--- src/design/svd_pkg.sv ---
// Shared types, constants and trellis helper functions of the soft Viterbi decoder.
`default_nettype none

package svd_pkg;

   localparam int CONSTRAINT_LEN = 7;
   localparam int WINDOW_DEPTH   = 35;
   localparam int METRIC_W       = 16;

   localparam int MEM_LEN     = CONSTRAINT_LEN - 1;
   localparam int STATE_W     = MEM_LEN;
   localparam int NSTATES     = 1 << MEM_LEN;
   localparam int NCOLS       = WINDOW_DEPTH + 1;
   localparam int COL_W       = $clog2(NCOLS);
   localparam int SURV_DEPTH  = NCOLS * NSTATES;
   localparam int ROW_W       = 2 * METRIC_W;
   localparam int MRAM_DEPTH  = NSTATES;
   localparam int EXTRA_BITS  = WINDOW_DEPTH - MEM_LEN - 1;
   localparam int TP_W        = NCOLS;
   localparam int EMIT_W      = $clog2(EXTRA_BITS + 2);

   localparam logic [METRIC_W-1:0] UNREACHED  = {METRIC_W{1'b1}};
   localparam logic [METRIC_W-1:0] METRIC_MAX = UNREACHED - 1'b1;

   localparam int POLY_W  = 7;
   localparam int QSTEP_W = 6;
   localparam int Q_W     = 3;
   localparam int BM_W    = 4;

   // Configuration register indexes.
   localparam logic [1:0] CSR_GEN_POLY_A = 2'd0;
   localparam logic [1:0] CSR_GEN_POLY_B = 2'd1;
   localparam logic [1:0] CSR_QUANT_STEP = 2'd2;

   typedef struct packed {
      logic signed [7:0] sym_a;
      logic signed [7:0] sym_b;
      logic              tail;
      logic              block_end;
   } svd_req_type;

   typedef struct packed {
      logic decoded_bit;
      logic final_bit;
   } svd_rsp_type;

   // Control handed from the sequencer to the add-compare-select unit.
   typedef struct packed {
      logic                 fresh;
      logic                 tail;
      logic [STATE_W-1:0]   stride_mask;
      logic [STATE_W-1:0]   limit_mask;
      logic [METRIC_W-1:0]  lo;
      logic [POLY_W-1:0]    poly_a;
      logic [POLY_W-1:0]    poly_b;
      logic [Q_W-1:0]       qa;
      logic [Q_W-1:0]       qb;
   } svd_acs_ctl_type;

   // Three-bit soft quantizer: strongly negative gives 7, strongly positive 0.
   function automatic logic [Q_W-1:0] quantize(input logic signed [7:0] x,
                                                input logic [QSTEP_W-1:0] d);
      logic signed [9:0] xs;
      logic signed [9:0] d1;
      logic signed [9:0] d2;
      logic signed [9:0] d3;
      logic [Q_W-1:0]    q;
      xs = {{2{x[7]}}, x};
      d1 = $signed({4'b0000, d});
      d2 = d1 <<< 1;
      d3 = d1 + d2;
      priority if (xs < -d3) q = 3'd7;
      else if (xs < -d2)     q = 3'd6;
      else if (xs < -d1)     q = 3'd5;
      else if (xs < 10'sd0)  q = 3'd4;
      else if (xs < d1)      q = 3'd3;
      else if (xs < d2)      q = 3'd2;
      else if (xs < d3)      q = 3'd1;
      else                   q = 3'd0;
      return q;
   endfunction

   // Encoder output bit for a source state and input bit.
   function automatic logic code_bit(input logic [POLY_W-1:0] taps,
                                     input logic [STATE_W-1:0] st,
                                     input logic b);
      logic [POLY_W-1:0] sr;
      sr = '0;
      sr[0] = b;
      for (int i = 1; i <= MEM_LEN; i++) begin
         sr[i] = st[MEM_LEN-i];
      end
      return ^(sr & taps);
   endfunction

   function automatic logic [BM_W-1:0] edge_cost(input svd_acs_ctl_type c,
                                                 input logic [STATE_W-1:0] st,
                                                 input logic b);
      logic [Q_W-1:0] da;
      logic [Q_W-1:0] db;
      da = code_bit(c.poly_a, st, b) ? (3'd7 - c.qa) : c.qa;
      db = code_bit(c.poly_b, st, b) ? (3'd7 - c.qb) : c.qb;
      return {1'b0, da} + {1'b0, db};
   endfunction

endpackage

`default_nettype wire

--- src/design/svd_acs.sv ---
// Pipelined add-compare-select unit, one destination state per cycle.
`default_nettype none

module svd_acs
   import svd_pkg::*;
(
   input  wire logic                clock,
   input  wire logic                reset,
   input  wire svd_acs_ctl_type     ctl,
   input  wire logic                in_valid,
   input  wire logic [STATE_W-1:0]  in_nx,
   input  wire logic [ROW_W-1:0]    in_row,
   output logic                     out_valid,
   output logic [STATE_W-1:0]       out_nx,
   output logic [METRIC_W-1:0]      out_metric,
   output logic [STATE_W-1:0]       out_surv
);

   logic                s2_valid_ff, s2_valid_in;
   logic [STATE_W-1:0]  s2_nx_ff, s2_nx_in;
   logic [METRIC_W-1:0] s2_pm0_ff, s2_pm0_in, s2_pm1_ff, s2_pm1_in;
   logic                s2_v0_ff, s2_v0_in, s2_v1_ff, s2_v1_in;

   logic                s3_valid_ff, s3_valid_in;
   logic [STATE_W-1:0]  s3_nx_ff, s3_nx_in;
   logic [METRIC_W-1:0] s3_metric_ff, s3_metric_in;
   logic [STATE_W-1:0]  s3_surv_ff, s3_surv_in;

   logic [STATE_W-1:0]  j0, j1, k0, k1;
   logic [METRIC_W-1:0] raw0, raw1;
   logic                ok0, ok1;
   logic [METRIC_W:0]   sum0, sum1;
   logic [METRIC_W-1:0] cand0, cand1;

   // Stage one: both predecessors share one metric row; renormalize or zero them.
   always_comb begin
      j0   = {in_nx[STATE_W-2:0], 1'b0};
      j1   = {in_nx[STATE_W-2:0], 1'b1};
      raw0 = in_row[METRIC_W-1:0];
      raw1 = in_row[ROW_W-1:METRIC_W];
      if (ctl.tail) begin
         ok0 = ((j0 & ~ctl.limit_mask) == '0) && !in_nx[STATE_W-1];
         ok1 = ((j1 & ~ctl.limit_mask) == '0) && !in_nx[STATE_W-1];
      end else begin
         ok0 = (j0 & ctl.stride_mask) == '0;
         ok1 = (j1 & ctl.stride_mask) == '0;
      end
      s2_valid_in = in_valid;
      s2_nx_in    = in_nx;
      if (ctl.fresh) begin
         s2_pm0_in = '0;
         s2_pm1_in = '0;
         s2_v0_in  = ok0;
         s2_v1_in  = ok1;
      end else begin
         s2_pm0_in = (raw0 == UNREACHED) ? UNREACHED : raw0 - ctl.lo;
         s2_pm1_in = (raw1 == UNREACHED) ? UNREACHED : raw1 - ctl.lo;
         s2_v0_in  = ok0 && (raw0 != UNREACHED);
         s2_v1_in  = ok1 && (raw1 != UNREACHED);
      end
   end

   // Stage two: add branch metrics, clamp, and select; the even source wins ties.
   always_comb begin
      k0    = {s2_nx_ff[STATE_W-2:0], 1'b0};
      k1    = {s2_nx_ff[STATE_W-2:0], 1'b1};
      sum0  = {1'b0, s2_pm0_ff} + {{(METRIC_W+1-BM_W){1'b0}},
                                   edge_cost(ctl, k0, s2_nx_ff[STATE_W-1])};
      sum1  = {1'b0, s2_pm1_ff} + {{(METRIC_W+1-BM_W){1'b0}},
                                   edge_cost(ctl, k1, s2_nx_ff[STATE_W-1])};
      cand0 = (sum0 > {1'b0, METRIC_MAX}) ? METRIC_MAX : sum0[METRIC_W-1:0];
      cand1 = (sum1 > {1'b0, METRIC_MAX}) ? METRIC_MAX : sum1[METRIC_W-1:0];
      s3_valid_in = s2_valid_ff;
      s3_nx_in    = s2_nx_ff;
      if (s2_v0_ff && (!s2_v1_ff || (cand0 <= cand1))) begin
         s3_metric_in = cand0;
         s3_surv_in   = k0;
      end else if (s2_v1_ff) begin
         s3_metric_in = cand1;
         s3_surv_in   = k1;
      end else begin
         s3_metric_in = UNREACHED;
         s3_surv_in   = k0;
      end
   end

   always_ff @(posedge clock) begin
      if (reset) begin
         s2_valid_ff <= 1'b0;
         s3_valid_ff <= 1'b0;
      end else begin
         s2_valid_ff <= s2_valid_in;
         s3_valid_ff <= s3_valid_in;
      end
      s2_nx_ff     <= s2_nx_in;
      s2_pm0_ff    <= s2_pm0_in;
      s2_pm1_ff    <= s2_pm1_in;
      s2_v0_ff     <= s2_v0_in;
      s2_v1_ff     <= s2_v1_in;
      s3_nx_ff     <= s3_nx_in;
      s3_metric_ff <= s3_metric_in;
      s3_surv_ff   <= s3_surv_in;
   end

   assign out_valid  = s3_valid_ff;
   assign out_nx     = s3_nx_ff;
   assign out_metric = s3_metric_ff;
   assign out_surv   = s3_surv_ff;

endmodule

`default_nettype wire

--- config.mk ---
export PLATFORM = sky130hd
export DESIGN_NAME = svd_acs
export DESIGN_NICKNAME = d
export VERILOG_FILES = /design/src/design/svd_pkg.sv /design/src/design/svd_acs.sv
export SDC_FILE = /design/constraint.sdc
export NUM_CORES = 1
export LEC_CHECK = 0
export ABC_AREA = 1
export ABC_CLOCK_PERIOD_IN_PS = 7360
export BUFFER_PORTS_ARGS = -buffer_cell sky130_fd_sc_hd__clkbuf_2
export CAP_MARGIN = 10
export CORE_UTILIZATION = 56
export DETAILED_ROUTE_END_ITERATION = 8
export PLACE_DENSITY_LB_ADDON = 0.1
export SYNTH_ARGS = -nofsm -noshare
export SYNTH_HDL_FRONTEND = slang
export SYNTH_SLANG_ARGS = --single-unit
--- constraint.sdc ---
create_clock -name clock -period 7.36 [get_ports clock]
set_input_delay 1.472 -clock clock [delete_from_list [all_inputs] [get_ports clock]]
set_output_delay 1.472 -clock clock [all_outputs]
set_load 0.02 [all_outputs]
==> results.yml <==
power:
  power_per_cell_area_nw_per_um2: 243
  power_leakage_uw: 0.00375
  peakVddDrop_mv: 0.139
  total_power_uw: 1610
worst_hold_path:
  timing.hold.worst.class: "flop to flop"
synthesis:
  synth_seq_cells: 65
  avgSynthCellArea_sq_um: 6.57
  synth_largest_type_area_fraction_pct: 22.7
  synthDominantAreaCellType: "sky130_fd_sc_hd__dfxtp_1"
  postSynthNetCount: 1026
  syn_inst: 873
  post_synth_num_cell_types: 38
  async_flop_share_pct: 0
  synth_enable_flop_cells: 0
  synth-seq-area-share_pct: 22.7
  synth-main-ff-cell: "sky130_fd_sc_hd__dfxtp_1"
  syn_area_sq_um: 5740
  synthTopCellsByArea: "sky130_fd_sc_hd__dfxtp_1, sky130_fd_sc_hd__nand2_1, sky130_fd_sc_hd__ha_1"
  synth-warning-count: 0
clock_network:
  worst_skew_pair.late_latency_ps: 350
  cts.clk_slew.worst_paths_ps: 80
  cts_resized: 0
  cts-root-buf: "sky130_fd_sc_hd__clkbuf_8"
  post_cts.repair.setup_buffers: 0
  tritoncts.num_buffers: 9
  tritoncts: "yes"
  number_of_h_tree_branching_levels: 3
  clock_path_buffers: 2
  numClockSinks: 65
  ctsHoldBuffers: 0
timing:
  rsz0062_at_grt: "no"
  period_minus_slack_ps: 6390
  worst-slew-pin-transition_ps: 595
  finalHoldViolCount: 0
  worst_clock_skew_ps: 12.8
  max_freq_ghz: 0.157
  slew_viol_final: 0
  whs_ps: 372
  worst_slew_margin_rel_pct: 60.2
  tns_ps: 0
  finalSetupViolCount: 0
  min_period_over_period_pct: 86.8
setup_path:
  timing.critical_path.from_type: "input pin"
  critPathKind: "input pin to flop"
  crit_top_cell: "sky130_fd_sc_hd__nand2_1"
  critical-path-max-stage-delay_ps: 450
  worstPathArrival_ps: 6640
  end_kind: "flop"
  crit_slowest_cell: "sky130_fd_sc_hd__fa_1"
  timing.critical_path.fanout_max: 15
  worst-endpoint-required_ps: 7610
layout:
  nets: 1143
  area_delta_synth_final_pct: 15.2
  postLayoutCoreUtil_pct: 67.0
  final_layout_size_suffix_gt1_share_pct: 17.0
  insertedDiodeCount: 0
  highest_count_cells_in_the_layout_ignoring_fill_and_taps: "sky130_fd_sc_hd__nand2_1, sky130_fd_sc_hd__inv_1, sky130_fd_sc_hd__clkbuf_2"
  seq_area_sq_um: 1300
  fillers: 944
  multi_input_area_sq_um: 3730
  layout.cells.most_common: "sky130_fd_sc_hd__nand2_1"
route:
  drt_wl_total_microns: 13500
  drt_first_iter_violations: 199
  postRouteAntennaNets: 0
  per_cell_routed_wire_length_microns: 11.9
  vias: 5734
  route.detailed.vias_per_inst: 5.08
  route.detailed.drc: 0
  drtPass1Iterations: 5
die:
  std_cell_rows: 36
  initial_core_utilization_pct: 58.2
  fp.dieArea_sq_um: 10700
  num_io_pins: 120
  die_width_microns: 103
  placeable_core_region_sq_um: 9860
  floorplan.die.height_microns: 103
global_routing:
  global_route_wire_length_before_repair_microns: 22400
  grt_start_max_net_pins: 20
  grt_use_total_pct: 27.2
  first_global_vias: 5050
  antenna_found_initial: 0
  overflow: 0
place:
  dp_hpwl_microns: 11700
  port-buffer-count: 119
  gp_congestion: 0.999
status:
  outcome: "complete, no violations"
flow_run:
  count_of_max_cap_constraint_violations: 0
==> power breakdown <==
part / internal (uW) / switching (uW) / leakage [uW] / total (uW)
sequential: 394 / 27.6 / 0.000541 / 422
combinational: 325 / 538 / 0.00311 / 863
clock: 163 / 159 / 0.000103 / 322
==> worst paths after layout <==
kind                            end  depth (start not counted)  slack, ps                 from
max reg2reg  out_metric[13]$_DFF_P_                         29       1800  s2_nx_ff[4]$_DFF_P_
min reg2reg       out_nx[2]$_DFF_P_                          0        370  s2_nx_ff[2]$_DFF_P_
max          out_metric[13]$_DFF_P_                         30        970              ctl[18]
min               out_nx[2]$_DFF_P_                          0        370  s2_nx_ff[2]$_DFF_P_
==> cells in the mapped netlist, drive strengths merged, types with 5 or more instances <==
library cell	count
nor3	13
dfxtp	65
nor2	101
o21ai	41
a21oi	51
inv	159
xnor2	11
fa	10
ha	52
nand3b	5
xor2	34
nand3	84
nand2	192
buf	11
nand4	18
==> through the flow <==
stage	cell area, sq um	cells	setup WS, ps
floorplan	5740	873	1220
global placement	6400	1112	743
detailed placement	6400	1112	636
CTS	6610	1128	1030
global route	6610	1128	305
finish	6610	1128	974
==> cell families (layout without fill, tap and decap cells) <==
| kind of cell | Yosys count | count (layout) | share of synthesized area [%] |
|---|---|---|---|
| AO/OA/AOI/OAI | 110 | 110 | 10.3 |
| adder cells (fa/ha/maj) | 62 | 62 | 14.8 |
| buffers and inverters | 175 | 297 | 12.4 |
| XOR/XNOR | 45 | 45 | 6.87 |
| flip-flops | 65 | 65 | 22.7 |
| AND/OR/NAND/NOR | 416 | 416 | 32.9 |
==> worst max-delay path, delay by kind of cell <==
| kind | cells | cell delay [ps] |
|---|---|---|
| adders and majority gates | 4 | 1410 |
| xor gates and xnor gates | 4 | 990 |
| buffers and inverters | 3 | 210 |
| and+or+nand+nor | 19 | 2530 |
==> cell type report <==
type	count	share of cell area [%]
clock buffer	9	1.87
clock inverter	7	1.27
inverter	160	9.08
multi-input combinational	633	56.3
sequential	65	19.7
tap	133	2.52
timing repair buffer	121	9.23
==> metal layers <==
| layer | vias to the layer above | GRT usage, % | part of all wire [%] |
|---|---|---|---|
| li1 | 3024 | - | - |
| met2 | 201 | 44.4 | 45 |
| met5 | - | 0 | 0 |
| met1 | 2477 | 35.1 | 46 |
| met4 | 0 | 13.0 | 4.0 |
| met3 | 32 | 4.64 | 5.2 |
==> state kept, by name (all words and copies together), names as in the netlist <==
signal and flops:
s2_nx_ff 6, out_metric 16, out_surv 1, s2_pm1_ff 16, s2_pm0_ff 16, out_nx 6
s2_v1_ff 1, out_valid 1, s2_valid_ff 1, s2_v0_ff 1
No activity file was read; power rests on OpenSTA's default activity.
