`config.mk`:
```
export PLATFORM = sky130hd
export DESIGN_NAME = svd_ram
export DESIGN_NICKNAME = d
export VERILOG_FILES = /design/src/design/svd_ram.sv
export SDC_FILE = /design/constraint.sdc
export NUM_CORES = 1
export LEC_CHECK = 0
export BUFFER_PORTS_ARGS = -buffer_cell sky130_fd_sc_hd__buf_2
export CAP_MARGIN = 20
export CORE_UTILIZATION = 57
export DETAILED_ROUTE_END_ITERATION = 7
export GPL_ROUTABILITY_DRIVEN = 0
export PLACE_DENSITY = 0.73
export SYNTH_ARGS = -nofsm -noshare
export SYNTH_HDL_FRONTEND = slang
export SYNTH_SLANG_ARGS = --single-unit
```
`constraint.sdc`:
```
create_clock -name clock -period 6.05 [get_ports clock]
set_input_delay 1.21 -clock clock [delete_from_list [all_inputs] [get_ports clock]]
set_output_delay 1.21 -clock clock [all_outputs]
set_load 0.05 [all_outputs]
```
`src/design/svd_ram.sv`:
```
// Generic single-write, single-read RAM with registered read data.
`default_nettype none

module svd_ram #(
   parameter int WIDTH = 8,
   parameter int DEPTH = 64
) (
   input  wire logic                     clock,
   input  wire logic                     wr_en,
   input  wire logic [$clog2(DEPTH)-1:0] wr_addr,
   input  wire logic [WIDTH-1:0]         wr_data,
   input  wire logic [$clog2(DEPTH)-1:0] rd_addr,
   output logic      [WIDTH-1:0]         rd_data
);

   logic [WIDTH-1:0] mem_ff [DEPTH];

   always_ff @(posedge clock) begin
      if (wr_en) begin
         mem_ff[wr_addr] <= wr_data;
      end
      rd_data <= mem_ff[rd_addr];
   end

endmodule

`default_nettype wire

```
==> results of run 1 <==
## stage by stage
stage	worst slack [ns]	utilization [%]
3_3_place_gp	2.16	59.6
2_1_floorplan	3.17	-
5_1_grt	2.68	64.5
3_5_place_dp	2.15	59.6
4_1_cts	2.74	64.2
6_report	2.71	64.5
## final cells by class
class	instances	area (um2)
clock inverters	23	210
multi-input cells	369	4320
clock buffers	66	1380
fillers	2270	12300
well taps	455	569
flip-flops and latches	520	15500
repair buffers	45	367
diodes	2	5.00
## placed cells by master, fill, tap and decap left out, drive strengths merged, types with 4 or more instances in the layout
cell type  Yosys  layout
mux2i         23      23
nor3           7       7
dfxtp          8       8
edfxtp       512     512
a211oi         4       4
o221ai         8       8
clkinv         0      18
nand2b         7       7
mux2          13      13
nor2b         14      14
clkbuf        17      67
nor2          83      83
o22ai          8       8
mux4         126     126
a221oi         6       6
buf           34      44
o21ai          4       4
nand3         13      13
bufinv         0       4
nand2         19      19
## power breakdown
part | internal (uW) | total, uW | leakage, uW | switching (uW)
sequential | 3990 | 4000 | 0.00467 | 14.4
combinational | 139 | 380 | 0.00151 | 241
clock | 1770 | 3030 | 0.000784 | 1260
## routing by layer
layer	track usage, %	vias up	routed length (um)	part of all wire [%]
met4	7.54	0	1070	2.6
met2	36.4	429	19800	47
met1	35.9	4995	17500	42
li1	-	4015	-	-
met5	0	-	0	0
met3	5.44	70	3620	8.6
## cells by family (layout without fill, tap and decap cells)
kind of cell / Yosys count / after routing / share of synthesized area [%]
other: 0 / 2 / 0
and+or+nand+nor: 153 / 153 / 3.39
AOI/OAI and AO/OA: 54 / 54 / 2.07
muxes: 162 / 162 / 15.9
DFF: 520 / 520 / 77.0
buffers and inverters: 51 / 134 / 1.57
## worst max-delay path: cells and delay by family
kind | cells | cell delay (ns)
AO/OA/AOI/OAI | 2 | 0.72
buffers and inverters | 2 | 0.90
multiplexers | 2 | 0.92
## worst max path at each step
stage,slack [ns],depth (start not counted),to
floorplan,3.17,7,rd_data[3]$_DFF_P_
global placement,2.16,6,rd_data[2]$_DFF_P_
detailed placement,2.15,6,rd_data[2]$_DFF_P_
CTS,2.74,6,rd_data[2]$_DFF_P_
global route,2.68,6,rd_data[2]$_DFF_P_
finish,2.71,6,rd_data[2]$_DFF_P_
## sequential cells by signal (all words and copies together) (netlist names)
name / flops
mem_ff: 512
rd_data: 8
==> results by stage, run 1 <==
Critical path:
- The startpoint of the worst setup timing path is rd_addr[1].
- The endpoint identified for the worst register-to-register timing path is rd_data[3]$_DFF_P_.
- For this run, the slowest stage of the critical path takes 0.62 ns.
- The critical register-to-register path startpoint is mem_ff[0][3]$_DFFE_PP_.
- The endpoint kind of the worst setup timing path is a flip-flop.
- The signal arrival time at the worst endpoint is 3.78 ns.
- The maximum net fanout on the critical path is 41.
- The minimum setup slack among reg-to-reg paths is 3.97 ns.
- The worst setup path is launched from an input pin.
- The worst setup path is of the in -> reg kind.
- For the worst flop-to-flop path, the logic depth is 4.
- Traced cell by cell, the critical path runs through buf_4, buf_4, mux4_2, mux2_2, a221oi_1, o2bb2ai_1.
- The required time of the worst setup path is 6.49 ns.
- The slowest cell on the critical path is sky130_fd_sc_hd__mux4_2.
- The most common cell type on the critical path is sky130_fd_sc_hd__buf_4.

Clock tree:
- The clock root buffer master is sky130_fd_sc_hd__clkbuf_16.
- The total of cells resized after clock tree synthesis is 0.
- In this run the deepest clock path goes through 3 buffers.
- The number of hold buffers added after CTS was 0.
- CTS saw 520 sinks.
- The post-CTS setup-driven buffer insertion count is 0.
- Clock-pin slew was measured on the worst setup and hold paths at 0.06 ns.
- The number of buffers inserted during clock tree synthesis is 49.
- The maximum level of the CTS H-tree is 2.
- The clock tree from TritonCTS is yes.
- The clock latency on the worst-skew pair is 0.57 ns.

STA:
- At the pin with the least slew margin, the transition time is 1.04 ns.
- Across all hold checks on the routed design, the worst slack comes to 0.815 ns.
- The final hold violation count is 0.
- The number of max-slew violations in the final report came to 0.
- Based on the critical path, the design can be clocked at up to 299 MHz.
- The time the final worst path needs with I/O delays and setup is 3.34 ns.
- The portion of the clock cycle consumed by the worst path in the final layout is 55.3%.
- Setup repair after global routing left no endpoint under its margin.
- After routing, the total negative slack on setup checks comes to 0 ns.
- In this run the tightest slew margin relative to its limit is 30.1%.
- For the final database, setup skew stands at 0.0186 ns.
- The number of failing setup endpoints in the final timing report is 0.

Routing:
- The total detailed-routing wirelength is 41900 um.
- The length of the first detailed-routing pass in iterations is 5.
- In the routed design, unresolved DRC markers number 0.
- The detailed-route vias per instance is 6.43.
- In the final routed layout, each cell accounts on average for 28.3 um.
- The post-detailed-route count of antenna-violating nets is 0.
- The detailed router placed 9509 vias in this run.
- After the first detailed-routing iteration, the DRC count stood at 1101.

Hold path:
- Counting instances, the worst hold path has a depth of 3.
- The path class of the tightest hold or removal check is reg -> reg.
- For hold timing, the worst endpoint is rd_data[4]$_DFF_P_.
- The worst hold path begins at mem_ff[31][4]$_DFFE_PP_.

GRT:
- For this run the aggregate overflow at the end of global routing stands at 0.
- The global router's overall resource usage is 24.2%.
- The initial antenna violation count is 2.
- The via count of the first global-routing pass is 9490.
- The first global-routing pass estimated 62400 um of wire.
- The largest net degree at the start of global routing is 67.

Power and ir drop:
- The ratio of total power to cell area is 331 mW/mm2.
- The analysis attributes to cell leakage a power of 0.00697 uW.
- The overall power of the completed layout is 7410 uW.
- Across the VDD grid, the largest voltage drop is 0.278 mV.

Yosys:
- The distinct cell type count of the synthesized netlist is 40.
- The synthesized instance count is 940.
- The mean area per synthesized cell is 21.5 um2.
- Ranked by total cell area, the synthesized netlist is headed by sky130_fd_sc_hd__edfxtp_1 (76%), sky130_fd_sc_hd__mux4_2 (14%), sky130_fd_sc_hd__nor2_1 (1.5%), sky130_fd_sc_hd__mux2i_1 (1.1%), sky130_fd_sc_hd__dfxtp_1 (0.79%).
- The commonest cells after synthesis are sky130_fd_sc_hd__edfxtp_1 (512), sky130_fd_sc_hd__mux4_2 (126), sky130_fd_sc_hd__nor2_1 (83), sky130_fd_sc_hd__mux2i_1 (23), sky130_fd_sc_hd__nand2_1 (19).
- The synthesized design contains 512 enable-type register cells.
- When the netlist entered floorplanning its net count stood at 962.
- For this run, the leading register cell type out of synthesis is sky130_fd_sc_hd__edfxtp_1.
- Synthesis inferred 520 register bits.
- The share of the synthesized area in the top cell type is 76.2%.
- The share of the Yosys chip area taken by registers is 77.0%.
- The cell type with the largest total area after synthesis is sky130_fd_sc_hd__edfxtp_1.
- The fraction of synthesis flops using an asynchronous set or reset pin is 0%.
- In this run the cell area of the synthesized design comes to 0.0202 mm2.
- The number of synthesis warnings is 0.
- The cell with the most instances after synthesis is sky130_fd_sc_hd__edfxtp_1.

Floorplan:
- The floorplan step set the die height to 190 um.
- The die covers 0.0361 mm2.
- The initial standard-cell utilization of the core is 58.1%.
- The total I/O pin count is 30.
- From left edge to right edge, the die measures 190 um.
- In this run the standard cell core region covers 0.0347 mm2.
- Row generation in the floorplan step produced 68 rows.

Run:
- The reported max-cap violation count is 0.

Layout:
- The area growth from synthesis to layout is 11.0%.
- The post-route cell area is 0.0224 mm2.
- At the end of the flow, the number of nets in the layout was 1007.
- The final cell count without fillers is 1480.
- The fraction of final layout cells sized beyond drive strength 1 is 24.9%.

Placement:
- The cell area after placement is 0.0207 mm2.
- In this run, placement finished with an instance count of 1384.
- The count of input and output buffers is 29.
- After legalization and detailed placement, the total HPWL measured 24300 um.

Status:
- The run finished with clean final reports.
(Power assumes the default switching activity.)
==> inputs of run 2 (changes only) <==
Settings changed: CORE_UTILIZATION 57 to 56, PLACE_DENSITY 0.73 to 0.75.
Clock period 6.05 ns to 2.9 ns, I/O delays scaled along.
==> run 2 against run 1 <==
Net effect: power grew 110%; register-to-register slack lost 3.2 ns; clock skew grew 0.0038 ns; wire length grew 4.8%; worst setup slack lost 2.0 ns; clock-buffer cell count shrank 2; global-route usage grew 0.48 points; sequential cell count is the same; first-iteration DRC count grew 10%; non-clock buffer count grew 88.
==> results by stage, run 2 (same netlist as run 1, synthesis figures left out) <==
Status:
- The flow ran to the end, and the final reports show no timing, DRC or antenna violations.

Floorplan:
- The floorplan die width is 192 um (+0.88%).
- The die boundary height was 192 um (+0.88%).
- The total I/O pin count was 30 (unchanged).
- The die footprint is 0.0368 mm2 (+1.8%).
- The core box area is 0.0355 mm2 (+2.2%).
- The row count is 69 (+1.5%).
- The initial standard-cell utilization of the core came to 56.8% (-1.3 points).

Layout:
- The area used by multi-input combinational logic was 0.00432 mm2 (unchanged).
- The fraction of final layout cells sized beyond drive strength 1 is 31.2% (+6.3 points).
- The flip-flop count of the largest register, all copies and words added is 512 (unchanged).
- The post-layout net count is 1096 (+8.8%).
- The number of fill cells is 2248 (-0.97%).
- The utilization of the core after routing came to 65.1% (+0.58 points).
- The post-route cell area is 0.0231 mm2 (+3.1%).
- In the layout the commonest cells are sky130_fd_sc_hd__edfxtp_1 (512), sky130_fd_sc_hd__mux4_2 (126), sky130_fd_sc_hd__buf_4 (95), sky130_fd_sc_hd__nor2_1 (83), sky130_fd_sc_hd__clkbuf_16 (51).
- The area used by sequential logic in the layout is 0.0155 mm2 (unchanged).
- The largest registers in the layout are mem_ff x512, rd_data x8.
- The library cell used most frequently in the layout, excluding fill and tap cells, is sky130_fd_sc_hd__edfxtp_1.
- The area growth from synthesis to layout is 14.5%.
- The final cell count without fillers is 1575 (+6.4%).
- The register with the most flip-flops in the final layout is mem_ff.

Power and ir drop:
- The clock share of power came to 40.4% (-0.5 points).
- The proportion of power drawn by flip-flops and latches is 54.1% (about the same).
- The peak ir drop on the vdd network is 0.514 mV (+85%).
- The leakage power summed over all cells is 0.00744 uW (+6.9%).
- The net switching share of the total power was 21.0% (+0.48 points).
- The share of total power in combinational logic was 5.5% (+0.4 points).
- The net load switching power is 3240 uW (+110%).
- The internal power contribution is 12200 uW (+110%).
- The ratio of total power to cell area is 668 mW/mm2 (+100%).

Critical path:
- The worst setup path is captured at a flip-flop.
- The critical path startpoint category is an input pin.
- The signal arrival time at the worst endpoint came to 2.64 ns (-1.14 ns).
- The required time of the worst setup path is 3.35 ns (-3.14 ns).
- The maximum net fanout on the critical path was 22 (-46%).
- The kind of critical path is in -> reg.

Clock tree:
- The total of cells resized after clock tree synthesis is 0 (unchanged).
- The clock latency on the worst-skew pair was 0.57 ns (about the same).
- The number of buffers inserted during clock tree synthesis is 50 (+2.0%).
- The maximum count of clock buffers along a single path was 3 (unchanged).
- CTS placed an instance of sky130_fd_sc_hd__clkbuf_16 at the clock tree root.
- TritonCTS built the clock tree.
- The TritonCTS sink count is 520 (unchanged).
- The maximum level of the CTS H-tree is 2 (unchanged).
- The clock transition at the registers of the reported paths is 0.06 ns (about the same).
- The hold buffer count at cts is 0 (unchanged).
- The post-CTS setup-driven buffer insertion count was 0 (unchanged).

STA:
- The slew at the pin closest to its max-slew limit is 0.747 ns (-0.297 ns).
- The normalized max-slew margin is 50.2% (+20 points).
- The minimum hold slack is 0.407 ns (-0.408 ns).
- The number of failing setup endpoints in the final timing report is 0 (unchanged).
- The final critical path takes up 75.6% of the cycle.
- The time the final worst path needs with I/O delays and setup is 2.19 ns.
- For this run, the top clock speed supported by timing is 456 MHz.
- The final hold violation count is 0 (unchanged).
- The number of max-slew violations in the final report is 0 (unchanged).
- The total negative slack for setup checks is 0 ns (unchanged).
- Setup repair after global routing left no endpoint under its margin.
- The final worst clock skew came to 0.0225 ns (+0.00382 ns).

Placement:
- The placed wire-length estimate after detailed placement is 27400 um (+13%).
- The cell count after placement is 1482 (+7.1%).
- The count of input and output buffers came to 29 (unchanged).
- The cell area after placement is 0.0215 mm2 (+3.9%).

GRT:
- The first-pass GRT wire length is 64500 um (+3.4%).
- The via count of the first global-routing pass is 10108 (+6.5%).
- The largest net degree at the start of global routing was 65 (-3.0%).
- The global router's overall resource usage is 24.7% (+0.48 points).
- The sum of overflow across all layers after global routing is 0 (unchanged).
- The initial antenna violation count is 2 (unchanged).

Routing:
- The total detailed-routing wirelength is 43900 um (+4.8%).
- The post-detailed-route count of antenna-violating nets came to 0 (unchanged).
- The initial DRC count is 1215 (+10%).
- The detailed-route vias per instance is 6.36 (-1.0%).
- The post-detailed-route wirelength per cell came to 27.9 um (-1.6%).
- The length of the first detailed-routing pass in iterations is 5 (unchanged).
- The residual DRC count is 0 (unchanged).
- The number of vias after detailed routing was 10015 (+5.3%).

Run:
- The reported max-cap violation count came to 0 (unchanged).

Hold path:
- The type of the worst min-delay path is in -> reg.
run 2: power by group through the flow:
stage / registers, uW / clock network, uW / logic [uW]
finish: 8340 / 6240 / 845
global route: 8340 / 6570 / 893
CTS: 8340 / 6300 / 845
detailed placement: 8500 / 0 / 841
global placement: 8500 / 0 / 821
floorplan: 8540 / 0 / 443
run 2: cell type report:
class | instances | share of cell area [%]
timing repair buffer | 133 | 4.67
antenna | 1 | 0.0108
clock buffer | 64 | 6.00
clock inverter | 27 | 0.835
sequential | 520 | 67.3
multi-input combinational | 369 | 18.7
tap | 461 | 2.50
run 2: through the flow:
| step | total power [uW] | setup slack [ns] |
|---|---|---|
| global placement | 9320 | 0.183 |
| detailed placement | 9340 | 0.113 |
| CTS | 15500 | 0.702 |
| floorplan | 8990 | 0.652 |
| global route | 15800 | 0.583 |
| finish | 15400 | 0.708 |
run 2: routing by layer:
layer	up-vias	routed length (um)	global-route usage [%]
met2	522	21400	39.7
met4	2	1100	6.99
met3	92	4120	5.52
met5	-	10	0
met1	5208	17300	34.5
li1	4191	-	-
run 2: path summary, 6_finish.rpt:
kind / from / endpoint / slack [ns] / cells past startpoint
hold reg to reg: mem_ff[31][4]$_DFFE_PP_ / rd_data[4]$_DFF_P_ / 0.83 / 3
setup / recovery: rd_addr[0] / rd_data[5]$_DFF_P_ / 0.71 / 7
setup reg to reg: mem_ff[21][6]$_DFFE_PP_ / rd_data[6]$_DFF_P_ / 0.81 / 5
hold / removal: wr_data[2] / mem_ff[17][2]$_DFFE_PP_ / 0.41 / 1
run 2: critical path: stages:
cell                        delay [ns]
sky130_fd_sc_hd__clkbuf_8         0.30
sky130_fd_sc_hd__buf_12           0.25
sky130_fd_sc_hd__buf_4            0.19
sky130_fd_sc_hd__mux4_2           0.50
sky130_fd_sc_hd__a2111oi_0        0.51
sky130_fd_sc_hd__buf_4            0.21
sky130_fd_sc_hd__o41ai_1          0.07
